**src/rtl/fas_pkg.sv**
```systemverilog
`timescale 1ns / 1ps
`default_nettype none

package fas_pkg;

	// Operation codes carried on cmd
	typedef enum logic {
		CMD_ADD = 1'b0,
		CMD_SUB = 1'b1
	} cmd_t;

	// Fixed widths of the result fields
	localparam int NUM_OUT_W = 33;
	localparam int DEN_OUT_W = 31;

	// Status of the reduction unit seen by the top level
	typedef struct packed {
		logic busy;
		logic done;
	} red_status_t;

endpackage

`default_nettype wire

```
**src/rtl/fas_reduce.sv**
```systemverilog
`timescale 1ns / 1ps
`default_nettype none

// Reduces num/den by their gcd: binary gcd, then two restoring divisions,
// all on one shared subtractor. Inputs must both be nonzero.
module fas_reduce #(
	parameter int PROD_WIDTH = 32
) (
	input  wire logic                    clk,
	input  wire logic                    arst_n,
	input  wire logic                    start,
	input  wire logic [PROD_WIDTH-1:0]   num_in,
	input  wire logic [PROD_WIDTH-1:0]   den_in,
	output fas_pkg::red_status_t         status,
	output logic      [PROD_WIDTH-1:0]   num_out,
	output logic      [PROD_WIDTH-1:0]   den_out
);

	localparam int PW = PROD_WIDTH;
	localparam int CW = $clog2(PW);

	typedef enum logic [4:0] {
		R_IDLE   = 5'b00001,
		R_COMMON = 5'b00010,
		R_GCD    = 5'b00100,
		R_DIV_N  = 5'b01000,
		R_DIV_D  = 5'b10000
	} red_state_t;

	red_state_t      state_q;
	logic [PW-1:0]   x_q;      // gcd operand, later the divisor
	logic [PW-1:0]   y_q;      // gcd operand, later the partial remainder
	logic [PW-1:0]   n_q;      // numerator with common twos removed, then quotient
	logic [PW-1:0]   d_q;      // denominator with common twos removed, then quotient
	logic [CW-1:0]   cnt_q;
	logic            done_q;

	logic [PW:0]     sub_a;
	logic [PW:0]     sub_b;
	logic [PW:0]     diff;
	logic            dvd_msb;
	logic            q_bit;
	logic [PW-1:0]   rem_next;

	// Shared subtractor: gcd step or trial subtract of the divider
	always_comb begin
		dvd_msb = (state_q == R_DIV_N) ? n_q[PW-1] : d_q[PW-1];
		if (state_q == R_GCD) begin
			sub_a = {1'b0, x_q};
		end else begin
			sub_a = {y_q, dvd_msb};
		end
		sub_b = (state_q == R_GCD) ? {1'b0, y_q} : {1'b0, x_q};
		diff = sub_a - sub_b;
		q_bit = ~diff[PW];
		rem_next = q_bit ? diff[PW-1:0] : {y_q[PW-2:0], dvd_msb};
	end

	// Sequencer
	always_ff @(posedge clk or negedge arst_n) begin
		if (!arst_n) begin
			state_q <= R_IDLE;
			done_q  <= 1'b0;
			cnt_q   <= '0;
		end else begin
			done_q <= 1'b0;
			unique case (state_q)
				R_IDLE: begin
					if (start) begin
						state_q <= R_COMMON;
					end
				end
				R_COMMON: begin
					if (x_q[0] || y_q[0]) begin
						state_q <= R_GCD;
					end
				end
				R_GCD: begin
					if (x_q[0] && y_q[0] && (diff == '0)) begin
						state_q <= R_DIV_N;
						cnt_q   <= '0;
					end
				end
				R_DIV_N: begin
					cnt_q <= cnt_q + 1'b1;
					if (cnt_q == CW'(PW - 1)) begin
						state_q <= R_DIV_D;
						cnt_q   <= '0;
					end
				end
				R_DIV_D: begin
					cnt_q <= cnt_q + 1'b1;
					if (cnt_q == CW'(PW - 1)) begin
						state_q <= R_IDLE;
						done_q  <= 1'b1;
					end
				end
				default: begin
					state_q <= R_IDLE;
				end
			endcase
		end
	end

	// Datapath
	always_ff @(posedge clk) begin
		unique case (state_q)
			R_IDLE: begin
				if (start) begin
					x_q <= num_in;
					y_q <= den_in;
				end
			end
			R_COMMON: begin
				// Strip shared factors of two; they cancel in the quotients
				if (!x_q[0] && !y_q[0]) begin
					x_q <= x_q >> 1;
					y_q <= y_q >> 1;
				end else begin
					n_q <= x_q;
					d_q <= y_q;
				end
			end
			R_GCD: begin
				if (!x_q[0]) begin
					x_q <= x_q >> 1;
				end else if (!y_q[0]) begin
					y_q <= y_q >> 1;
				end else if (diff == '0) begin
					y_q <= '0;
				end else if (diff[PW]) begin
					x_q <= y_q;
					y_q <= x_q;
				end else begin
					x_q <= diff[PW-1:0];
				end
			end
			R_DIV_N: begin
				n_q <= {n_q[PW-2:0], q_bit};
				y_q <= (cnt_q == CW'(PW - 1)) ? '0 : rem_next;
			end
			R_DIV_D: begin
				d_q <= {d_q[PW-2:0], q_bit};
				y_q <= rem_next;
			end
			default: begin
			end
		endcase
	end

	assign status.busy = (state_q != R_IDLE);
	assign status.done = done_q;
	assign num_out     = n_q;
	assign den_out     = d_q;

endmodule

`default_nettype wire

```
**src/rtl/fraction_add_sub_reduce_core.sv**
```systemverilog
`timescale 1ns / 1ps
`default_nettype none
// Flow: the cross products are formed in states T_MUL_A to T_MUL_D, then common-twos stripping, a binary
// gcd loop and two restoring divisions of 2*OPERAND_WIDTH quotient bits each run on one shared
// subtractor in fas_reduce; the gcd loop and the divider on that subtractor set the total time.
// One transaction at a time: a new one is accepted only in T_IDLE; a zero denominator skips to T_DONE.
// Reset: arst_n clears the sequencers and output valid; data registers are not reset.
module fraction_add_sub_reduce_core #(
	parameter int OPERAND_WIDTH = 16
) (
	input  wire logic                              clk,
	input  wire logic                              arst_n,
	input  wire logic                              in_valid,
	output logic                                   in_ready,
	input  wire logic                              cmd,
	input  wire logic signed [OPERAND_WIDTH-1:0]   a_num,
	input  wire logic signed [OPERAND_WIDTH-1:0]   a_den,
	input  wire logic signed [OPERAND_WIDTH-1:0]   b_num,
	input  wire logic signed [OPERAND_WIDTH-1:0]   b_den,
	output logic                                   out_valid,
	input  wire logic                              out_ready,
	output logic signed [fas_pkg::NUM_OUT_W-1:0]   result_num,
	output logic        [fas_pkg::DEN_OUT_W-1:0]   result_den,
	output logic                                   div_zero
);

	localparam int W  = OPERAND_WIDTH;
	localparam int PW = 2 * OPERAND_WIDTH;
	localparam int NW = (PW + 1 > fas_pkg::NUM_OUT_W) ? PW + 1 : fas_pkg::NUM_OUT_W;
	localparam int DW = (PW > fas_pkg::DEN_OUT_W) ? PW : fas_pkg::DEN_OUT_W;

	typedef enum logic [6:0] {
		T_IDLE   = 7'b0000001,
		T_MUL_A  = 7'b0000010,
		T_MUL_B  = 7'b0000100,
		T_MUL_C  = 7'b0001000,
		T_MUL_D  = 7'b0010000,
		T_REDUCE = 7'b0100000,
		T_DONE   = 7'b1000000
	} top_state_t;

	top_state_t            state_q;
	fas_pkg::cmd_t         cmd_q;
	logic [W-1:0]          an_mag_q, ad_mag_q, bn_mag_q, bd_mag_q;
	logic                  an_neg_q, ad_neg_q, bn_neg_q, bd_neg_q;
	logic                  dz_q;
	logic                  zero_q;
	logic                  neg_q;
	logic [PW-1:0]         p_q;
	logic signed [PW:0]    s_q;
	logic                  out_valid_q;

	logic [W-1:0]          an_mag, ad_mag, bn_mag, bd_mag;
	logic                  accept;
	logic                  den_zero;
	logic [W-1:0]          mul_a, mul_b;
	logic [PW:0]           p_ext, p_term;
	logic                  term_neg;
	logic [PW-1:0]         num_mag;
	logic                  red_start;
	logic                  out_load;
	fas_pkg::red_status_t  red_status;
	logic [PW-1:0]         red_num, red_den;
	logic [NW-1:0]         num_ext, num_sgn;
	logic [DW-1:0]         den_ext;

	// Operand magnitudes
	always_comb begin
		an_mag = a_num[W-1] ? (~a_num + 1'b1) : a_num;
		ad_mag = a_den[W-1] ? (~a_den + 1'b1) : a_den;
		bn_mag = b_num[W-1] ? (~b_num + 1'b1) : b_num;
		bd_mag = b_den[W-1] ? (~b_den + 1'b1) : b_den;
	end

	assign in_ready = (state_q == T_IDLE);
	assign accept   = in_valid && in_ready;
	assign den_zero = (a_den == '0) || (b_den == '0);

	// Shared multiplier operand select
	always_comb begin
		unique case (state_q)
			T_MUL_A: begin
				mul_a = an_mag_q;
				mul_b = bd_mag_q;
			end
			T_MUL_B: begin
				mul_a = ad_mag_q;
				mul_b = bn_mag_q;
			end
			default: begin
				mul_a = ad_mag_q;
				mul_b = bd_mag_q;
			end
		endcase
	end

	// Signed term of the product held in p_q
	always_comb begin
		p_ext = {1'b0, p_q};
		if (state_q == T_MUL_B) begin
			term_neg = an_neg_q ^ bd_neg_q;
		end else begin
			term_neg = ad_neg_q ^ bn_neg_q ^ (cmd_q == fas_pkg::CMD_SUB);
		end
		p_term = term_neg ? (~p_ext + 1'b1) : p_ext;
		num_mag = s_q[PW] ? PW'(~s_q + 1'b1) : PW'(s_q);
	end

	assign red_start = (state_q == T_MUL_D) && (s_q != '0);
	assign out_load  = (state_q == T_DONE) && (!out_valid_q || out_ready);

	// Sequencer
	always_ff @(posedge clk or negedge arst_n) begin
		if (!arst_n) begin
			state_q     <= T_IDLE;
			out_valid_q <= 1'b0;
		end else begin
			unique case (state_q)
				T_IDLE: begin
					if (accept) begin
						state_q <= den_zero ? T_DONE : T_MUL_A;
					end
				end
				T_MUL_A: state_q <= T_MUL_B;
				T_MUL_B: state_q <= T_MUL_C;
				T_MUL_C: state_q <= T_MUL_D;
				T_MUL_D: state_q <= red_start ? T_REDUCE : T_DONE;
				T_REDUCE: begin
					if (red_status.done) begin
						state_q <= T_DONE;
					end
				end
				T_DONE: begin
					if (out_load) begin
						state_q <= T_IDLE;
					end
				end
				default: state_q <= T_IDLE;
			endcase
			if (out_load) begin
				out_valid_q <= 1'b1;
			end else if (out_ready) begin
				out_valid_q <= 1'b0;
			end
		end
	end

	// Operand capture and cross products
	always_ff @(posedge clk) begin
		if (accept) begin
			cmd_q    <= fas_pkg::cmd_t'(cmd);
			an_mag_q <= an_mag;
			ad_mag_q <= ad_mag;
			bn_mag_q <= bn_mag;
			bd_mag_q <= bd_mag;
			an_neg_q <= a_num[W-1];
			ad_neg_q <= a_den[W-1];
			bn_neg_q <= b_num[W-1];
			bd_neg_q <= b_den[W-1];
			dz_q     <= den_zero;
			zero_q   <= 1'b0;
		end
		p_q <= mul_a * mul_b;
		if (state_q == T_MUL_B) begin
			s_q <= p_term;
		end else if (state_q == T_MUL_C) begin
			s_q <= s_q + p_term;
		end
		if (state_q == T_MUL_D) begin
			zero_q <= (s_q == '0);
			neg_q  <= s_q[PW] ^ ad_neg_q ^ bd_neg_q;
		end
	end

	fas_reduce #(
		.PROD_WIDTH(PW)
	) u_reduce (
		.clk     (clk),
		.arst_n  (arst_n),
		.start   (red_start),
		.num_in  (num_mag),
		.den_in  (p_q),
		.status  (red_status),
		.num_out (red_num),
		.den_out (red_den)
	);

	// Result formatting: sign onto the numerator
	always_comb begin
		num_ext = NW'(red_num);
		num_sgn = neg_q ? (~num_ext + 1'b1) : num_ext;
		den_ext = DW'(red_den);
	end

	always_ff @(posedge clk) begin
		if (out_load) begin
			div_zero <= dz_q;
			if (dz_q || zero_q) begin
				result_num <= '0;
				result_den <= fas_pkg::DEN_OUT_W'(1);
			end else begin
				result_num <= num_sgn[fas_pkg::NUM_OUT_W-1:0];
				result_den <= den_ext[fas_pkg::DEN_OUT_W-1:0];
			end
		end
	end

	assign out_valid = out_valid_q;

	// Checks
	a_divzero_result: assert property (@(posedge clk) disable iff (!arst_n)
		(out_valid && div_zero) |-> (result_num == '0 && result_den == fas_pkg::DEN_OUT_W'(1)))
		else $error("div_zero result is not 0/1");

	a_start_idle: assert property (@(posedge clk) disable iff (!arst_n)
		red_start |-> !red_status.busy)
		else $error("reduce unit started while busy");

	a_ready_idle: assert property (@(posedge clk) disable iff (!arst_n)
		in_ready |-> !red_status.busy)
		else $error("input ready while reduction in progress");

	a_done_state: assert property (@(posedge clk) disable iff (!arst_n)
		red_status.done |-> (state_q == T_REDUCE))
		else $error("reduce done outside wait state");

endmodule

`default_nettype wire

```
**config.mk**
```make
export PLATFORM = sky130hd
export DESIGN_NAME = fraction_add_sub_reduce_core
export DESIGN_NICKNAME = d
export VERILOG_FILES = /design/src/rtl/fas_pkg.sv /design/src/rtl/fas_reduce.sv /design/src/rtl/fraction_add_sub_reduce_core.sv
export SDC_FILE = /design/constraint.sdc
export NUM_CORES = 2
export LEC_CHECK = 0
export ABC_AREA = 1
export ABC_CLOCK_PERIOD_IN_PS = 14100
export BUFFER_PORTS_ARGS = -buffer_cell sky130_fd_sc_hd__buf_4
export CORE_UTILIZATION = 31
export CTS_CLUSTER_DIAMETER = 150
export DETAILED_ROUTE_END_ITERATION = 7
export SYNTH_ARGS = -nofsm -noshare
export SYNTH_HDL_FRONTEND = slang
export SYNTH_HIERARCHICAL = 1
export SYNTH_SLANG_ARGS = --single-unit
```
**constraint.sdc**
```tcl
create_clock -name clk -period 14.1 [get_ports clk]
set_input_delay 0.705 -clock clk [delete_from_list [all_inputs] [get_ports clk]]
set_output_delay 0.705 -clock clk [all_outputs]
set_load 0.01 [all_outputs]
```
---- Word-level counts from Yosys, hierarchy flattened ----
Cells that the tools add are included.
operators by class
  add/sub/neg operators ................... 10
  multipliers ............................. 1
  equal/unequal tests ..................... 27
  mux-type cells .......................... 56
  bitwise logic cells ..................... 14
  reduce and logical (&&, ||, !) cells .... 36
operators by type and width
  kind                                                              number
  32-bit 2-to-1 mux                                                 19
  32-bit case mux with 5 select lines                               1
  33-bit 2-to-1 mux                                                 4
  32-bit case mux with 2 select lines                               2
  32-bit case mux with 3 select lines                               1
  33-bit by 1-bit adder with 33-bit output (second input constant)  2
  33-bit zero test                                                  2
  32-bit inverter with 33-bit output                                2
  16-bit by 1-bit adder with 16-bit output (second input constant)  4
  16-bit inverter                                                   4
  15-bit 2-to-1 mux                                                 4
  7-bit case mux with 7 select lines                                1
  5-bit 2-to-1 mux                                                  7
  7-bit 2-to-1 mux                                                  5
  33-bit adder                                                      1
  33-bit nonzero test                                               1
  33-bit subtractor                                                 1
  32-bit by 1-bit adder with 32-bit output (second input constant)  1
  16-bit zero test                                                  2
  16-bit by 16-bit multiplier with 32-bit output                    1
  16-bit 2-to-1 mux                                                 2
  32-bit inverter                                                   1
  5-bit case mux with 5 select lines                                1
  5-bit case mux with 3 select lines                                1
  31 further kinds                                                  74
word-level totals
  flip-flop bits (word level) ............. 349
  bits of input ports ..................... 69
  output and inout bits ................... 67
  logic and storage cells ................. 177

---- Logic depth before layout (Yosys ltp) ----
  depth after elaboration ................. 9
  mapped depth ............................ 32
  gate-level depth less buffers ........... 31

---- By module ----
The synthesis kept the hierarchy.
by module, submodules not included
  module                        times used  cells each  area each (um2)  seq. area each (um2)
  fraction_add_sub_reduce_core  1           2950        22559.1          5947.0
  fas_reduce                    1           1469        10709.0          4120.2

---- Worst setup path after synthesis ----
Ideal clock, no wire load.
  kind .................................... flip-flop to flip-flop
  start point ............................. register u_reduce.state_q[0]
  end point ............................... register u_reduce.x_q[10], enable pin
  setup time .............................. 467 ps
  arrival time ............................ 5720 ps
  required time ........................... 13633 ps
  setup slack ............................. 7914 ps
  cell stages (with the launch flop) ...... 27
  path buffers ............................ 3
  period minus slack after synthesis ...... 6186 ps
  cells stage by stage .................... dfstp_2 nor2_1 inv_1 nor4_4 clkbuf_1 clkbuf_1 nand2_1 o21ai_0 ha_1 inv_1 fa_1 nand3_1 nand3_2 nand2_1 nand2_1 nand2_1 nand2_1 nand2_1 nand2_1 nand2_1 nand2_2 nand3_1 nor2_2 nand2_4 nand2_8 buf_8 a21boi_0
on the way
  cells in the longest elaborated chain, start to end .. 7
  elaborated cells between the ends (all ways) .. 15
  classes of those cells .................. 1 x add/sub; 8 x eq/ne; 3 x mux; 3 x reduce/logical
ends and longest elaborated chain
  element                                         line               text
  start, declared                                 fas_reduce.sv:30   red_state_t state_q;
  start signal, assigned                          fas_reduce.sv:62   state_q <= R_IDLE;
  start signal, assigned                          fas_reduce.sv:70   state_q <= R_COMMON;
  start signal, assigned                          fas_reduce.sv:75   state_q <= R_GCD;
  5-bit by 4-bit equality test with 1-bit output  fas_reduce.sv:47   dvd_msb = (state_q == R_DIV_N) ? n_q[PW-1] : d_q[PW-1];
  1-bit 2-to-1 mux                                fas_reduce.sv:47
  33-bit 2-to-1 mux                               fas_reduce.sv:48   if (state_q == R_GCD) begin
  33-bit subtractor                               fas_reduce.sv:54   diff = sub_a - sub_b;
  33-bit zero test                                fas_reduce.sv:129  end else if (diff == '0) begin
  3-bit != test (no line)                         --
  5-bit AND reduction (no line) (*)               --
  end signal, assigned                            fas_reduce.sv:126  x_q <= x_q >> 1;
  end signal, assigned                            fas_reduce.sv:132  x_q <= y_q;
  end signal, assigned                            fas_reduce.sv:135  x_q <= diff[PW-1:0];
  end, declared                                   fas_reduce.sv:31   logic [PW-1:0] x_q;
Every way passes the cells marked *; elsewhere a longest branch is shown, timed or not.
A chain may end at the register's enable or synchronous reset.

==> reports/qor.yml <==
status:
  status: "finished, final reports clean"
critical_path:
  cp_data_arrival_time_ps: 8020
  critPathKind: "register to register"
  required_ps: 14610
  startpoint_type: "register"
  critPathCaptureType: "register"
  path_max_fanout: 33
synthesis:
  synth_edf_count: 298
  netlist_area_sq_um: 33270
  synth-seq-cells: 349
  yosysSeqAreaShare: 0.3026
  synth_cell_type_count: 64
  yosys_warnings: 6
  ys.flop_type: "edfxtp_1"
  postSynthAreaPerCell_sq_um: 7.528
  async_flop_share: 0.05444
  synth_fp_nets: 4862
  syn_inst: 4419
grt:
  grt_pass1_wl_mm: 168.2
  grt_pass1_vias: 28762
  grt_util_all_layers: 0.2016
  grt_max_degree: 103
  grt_overflow: 0
  antenna_found_initial: 1
detailed_routing:
  routed_wl_mm: 110.0
  dr.pass1.iters: 6
  vias: 29488
  post-route-drc-count: 0
  drt_iter0_markers: 2519
  viasPerCell: 4.968
  wl_per_cell_microns: 18.52
  final_antenna_net_count: 0
clock_network:
  cts-htree-levels: 2
  post_cts_resized: 0
  cts.reportedPaths.clkPinSlew_ps: 60
  clkLatencyLatePin_ps: 620
  cts-root-buf: "clkbuf_16"
  cts_buffer_depth: 3
  numCtsBuffers: 42
  cts_tree: "built"
  cts.sinks: 349
timing:
  tightest_slew_ps: 1231
  rsz0062_at_grt: "false"
  slew-limit-headroom: 0.1772
  period_share: 0.5330
  max_freq_mhz: 133.1
  worst_slack_ps: 6585
  period_needed_ps: 7515
  skew_ps: 42.23
  hold_viol_final: 0
  slew_viol_final: 0
  setup_viol: 0
  finalSetupTns_ps: 0
job:
  drv_cap: 0
cells_and_area:
  final_cell_mix: "1173 x nand2_1, 752 x inv_1, 519 x nor2_1"
  layout_commonest_cell: "nand2_1"
  drive_gt1_frac: 0.08232
  nFillCells: 11133
  nets: 4956
  syn_to_final_growth_pct: 11.59
die:
  fp.dieW_microns: 329.6
  start_util: 0.3143
  io_pins: 136
  dieArea_sq_um: 108600
  floorplan.rows: 119
  coreArea_sq_um: 105900
  die_y_microns: 329.6
placed_design:
  post-place-ws_ps: 6601
  numPortBuffers: 135
  globalplace.congestion: 0.9532
  dp_hpwl_mm: 89.43
min_path:
  hp-class: "input pin to register"
[stage by stage]
step	cells	area (sq um)	util	hold WS, ps
after floorplan	4419	33270	-	409.4
after global placement	5859	35720	0.3374	463.3
after detailed placement	5859	35720	0.3374	470.9
after CTS	5934	37120	0.3506	263.1
after global routing	5934	37120	0.3506	273.2
final	5936	37120	0.3507	288.1
[cell families after synthesis]
| logic type | after synthesis | synth area share |
|---|---|---|
| adder cells (fa/ha/maj) | 374 | 0.1849 |
| AND/OR/NAND/NOR | 2155 | 0.2707 |
| multiplexers | 31 | 0.01049 |
| buffers and inverters | 883 | 0.1041 |
| AO/OA/AOI/OAI | 485 | 0.08819 |
| XOR/XNOR | 142 | 0.03896 |
| flip-flops | 349 | 0.3026 |
[layer usage]
layer,share of wire,global-route usage
met5,0.00012,0
met1,0.42,0.2614
met2,0.47,0.3418
met4,0.039,0.07277
met3,0.068,0.02668
[critical path: stages, from the launching register on]
cell	delay (ps)
dfrtp_1	450
nor3_4	370
nand4_4	550
o21ai_1	970
inv_1	300
nor2_1	230
fa_1	450
inv_1	90
fa_1	410
inv_1	90
fa_1	450
fa_1	510
fa_1	490
inv_1	50
fa_1	470
inv_1	40
ha_1	340
a21o_1	220
a21boi_0	340
nor2_1	70
nor2_1	150
nor2_1	60
nor2_1	120
nand2_1	70
nand2_1	50
nand2_1	40
[synthesized netlist by cell type, drive strengths merged, types with 25 or more instances]
cell type  instances  area share
fa               196        0.12
nand4             48      0.0095
nand2           1188        0.14
nand3            268       0.042
dfxtp             32       0.019
o211ai            32      0.0072
xor2             103       0.028
ha               178       0.067
buf               62       0.011
o21ba             25      0.0075
nor3              53      0.0083
xnor2             39       0.011
inv              765       0.086
o21ai            231       0.039
edfxtp           298        0.27
mux2              31       0.010
nor2             532       0.061
a21oi            131       0.020
clkbuf            54      0.0061
[path summary, 6_finish.rpt]
| check | from | to | slack (ps) | cells after the start |
|---|---|---|---|---|
| setup reg to reg | state_q[5]$_DFFE_PN0P_ | p_q[30]$_DFF_P_ | 6590 | 25 |
| hold / removal | out_ready | out_valid$_DFFE_PN0P_ | 290 | 2 |
| max in group asynchronous | arst_n | state_q[0]$_DFFE_PN1P_ | 13190 | 2 |
| setup / recovery | state_q[5]$_DFFE_PN0P_ | p_q[30]$_DFF_P_ | 6590 | 25 |
| hold reg to reg | u_reduce/cnt_q[4]$_DFFE_PN0P_ | u_reduce/cnt_q[4]$_DFFE_PN0P_ | 480 | 2 |
| min in group asynchronous | arst_n | state_q[5]$_DFFE_PN0P_ | 610 | 2 |
[registers in the layout (all words and copies together) (netlist names), 5 cells and up]
name / flops
u_reduce/state_q: 5
u_reduce/num_out: 32
p_q: 32
u_reduce/x_q: 32
ad_mag_q: 16
u_reduce/den_out: 32
bd_mag_q: 16
u_reduce/y_q: 32
an_mag_q: 16
bn_mag_q: 16
result_den: 31
result_num: 33
u_reduce/cnt_q: 5
s_q: 33
state_q: 7
[what timing repair did]
item                                   CTS  global route
setup buffers                            0             0
hold buffers                             1             0
endpoints found under the hold margin   17             0
[area by class of cell]
class | instances | area (sq um) | share of cell area
timing repair buffer | 166 | 1249 | 0.03364
tap | 1391 | 1740 | 0.04688
multi-input combinational | 3187 | 19790 | 0.5330
sequential | 349 | 10070 | 0.2712
clock inverter | 24 | 301.5 | 0.008123
clock buffer | 50 | 1091 | 0.02939
inverter | 767 | 2882 | 0.07762
antenna | 2 | 5.005 | 0.0001348
Power is left out: the tool's default activity adds up to more than one toggle a clock period on the data nets, which glitch-free logic cannot reach.
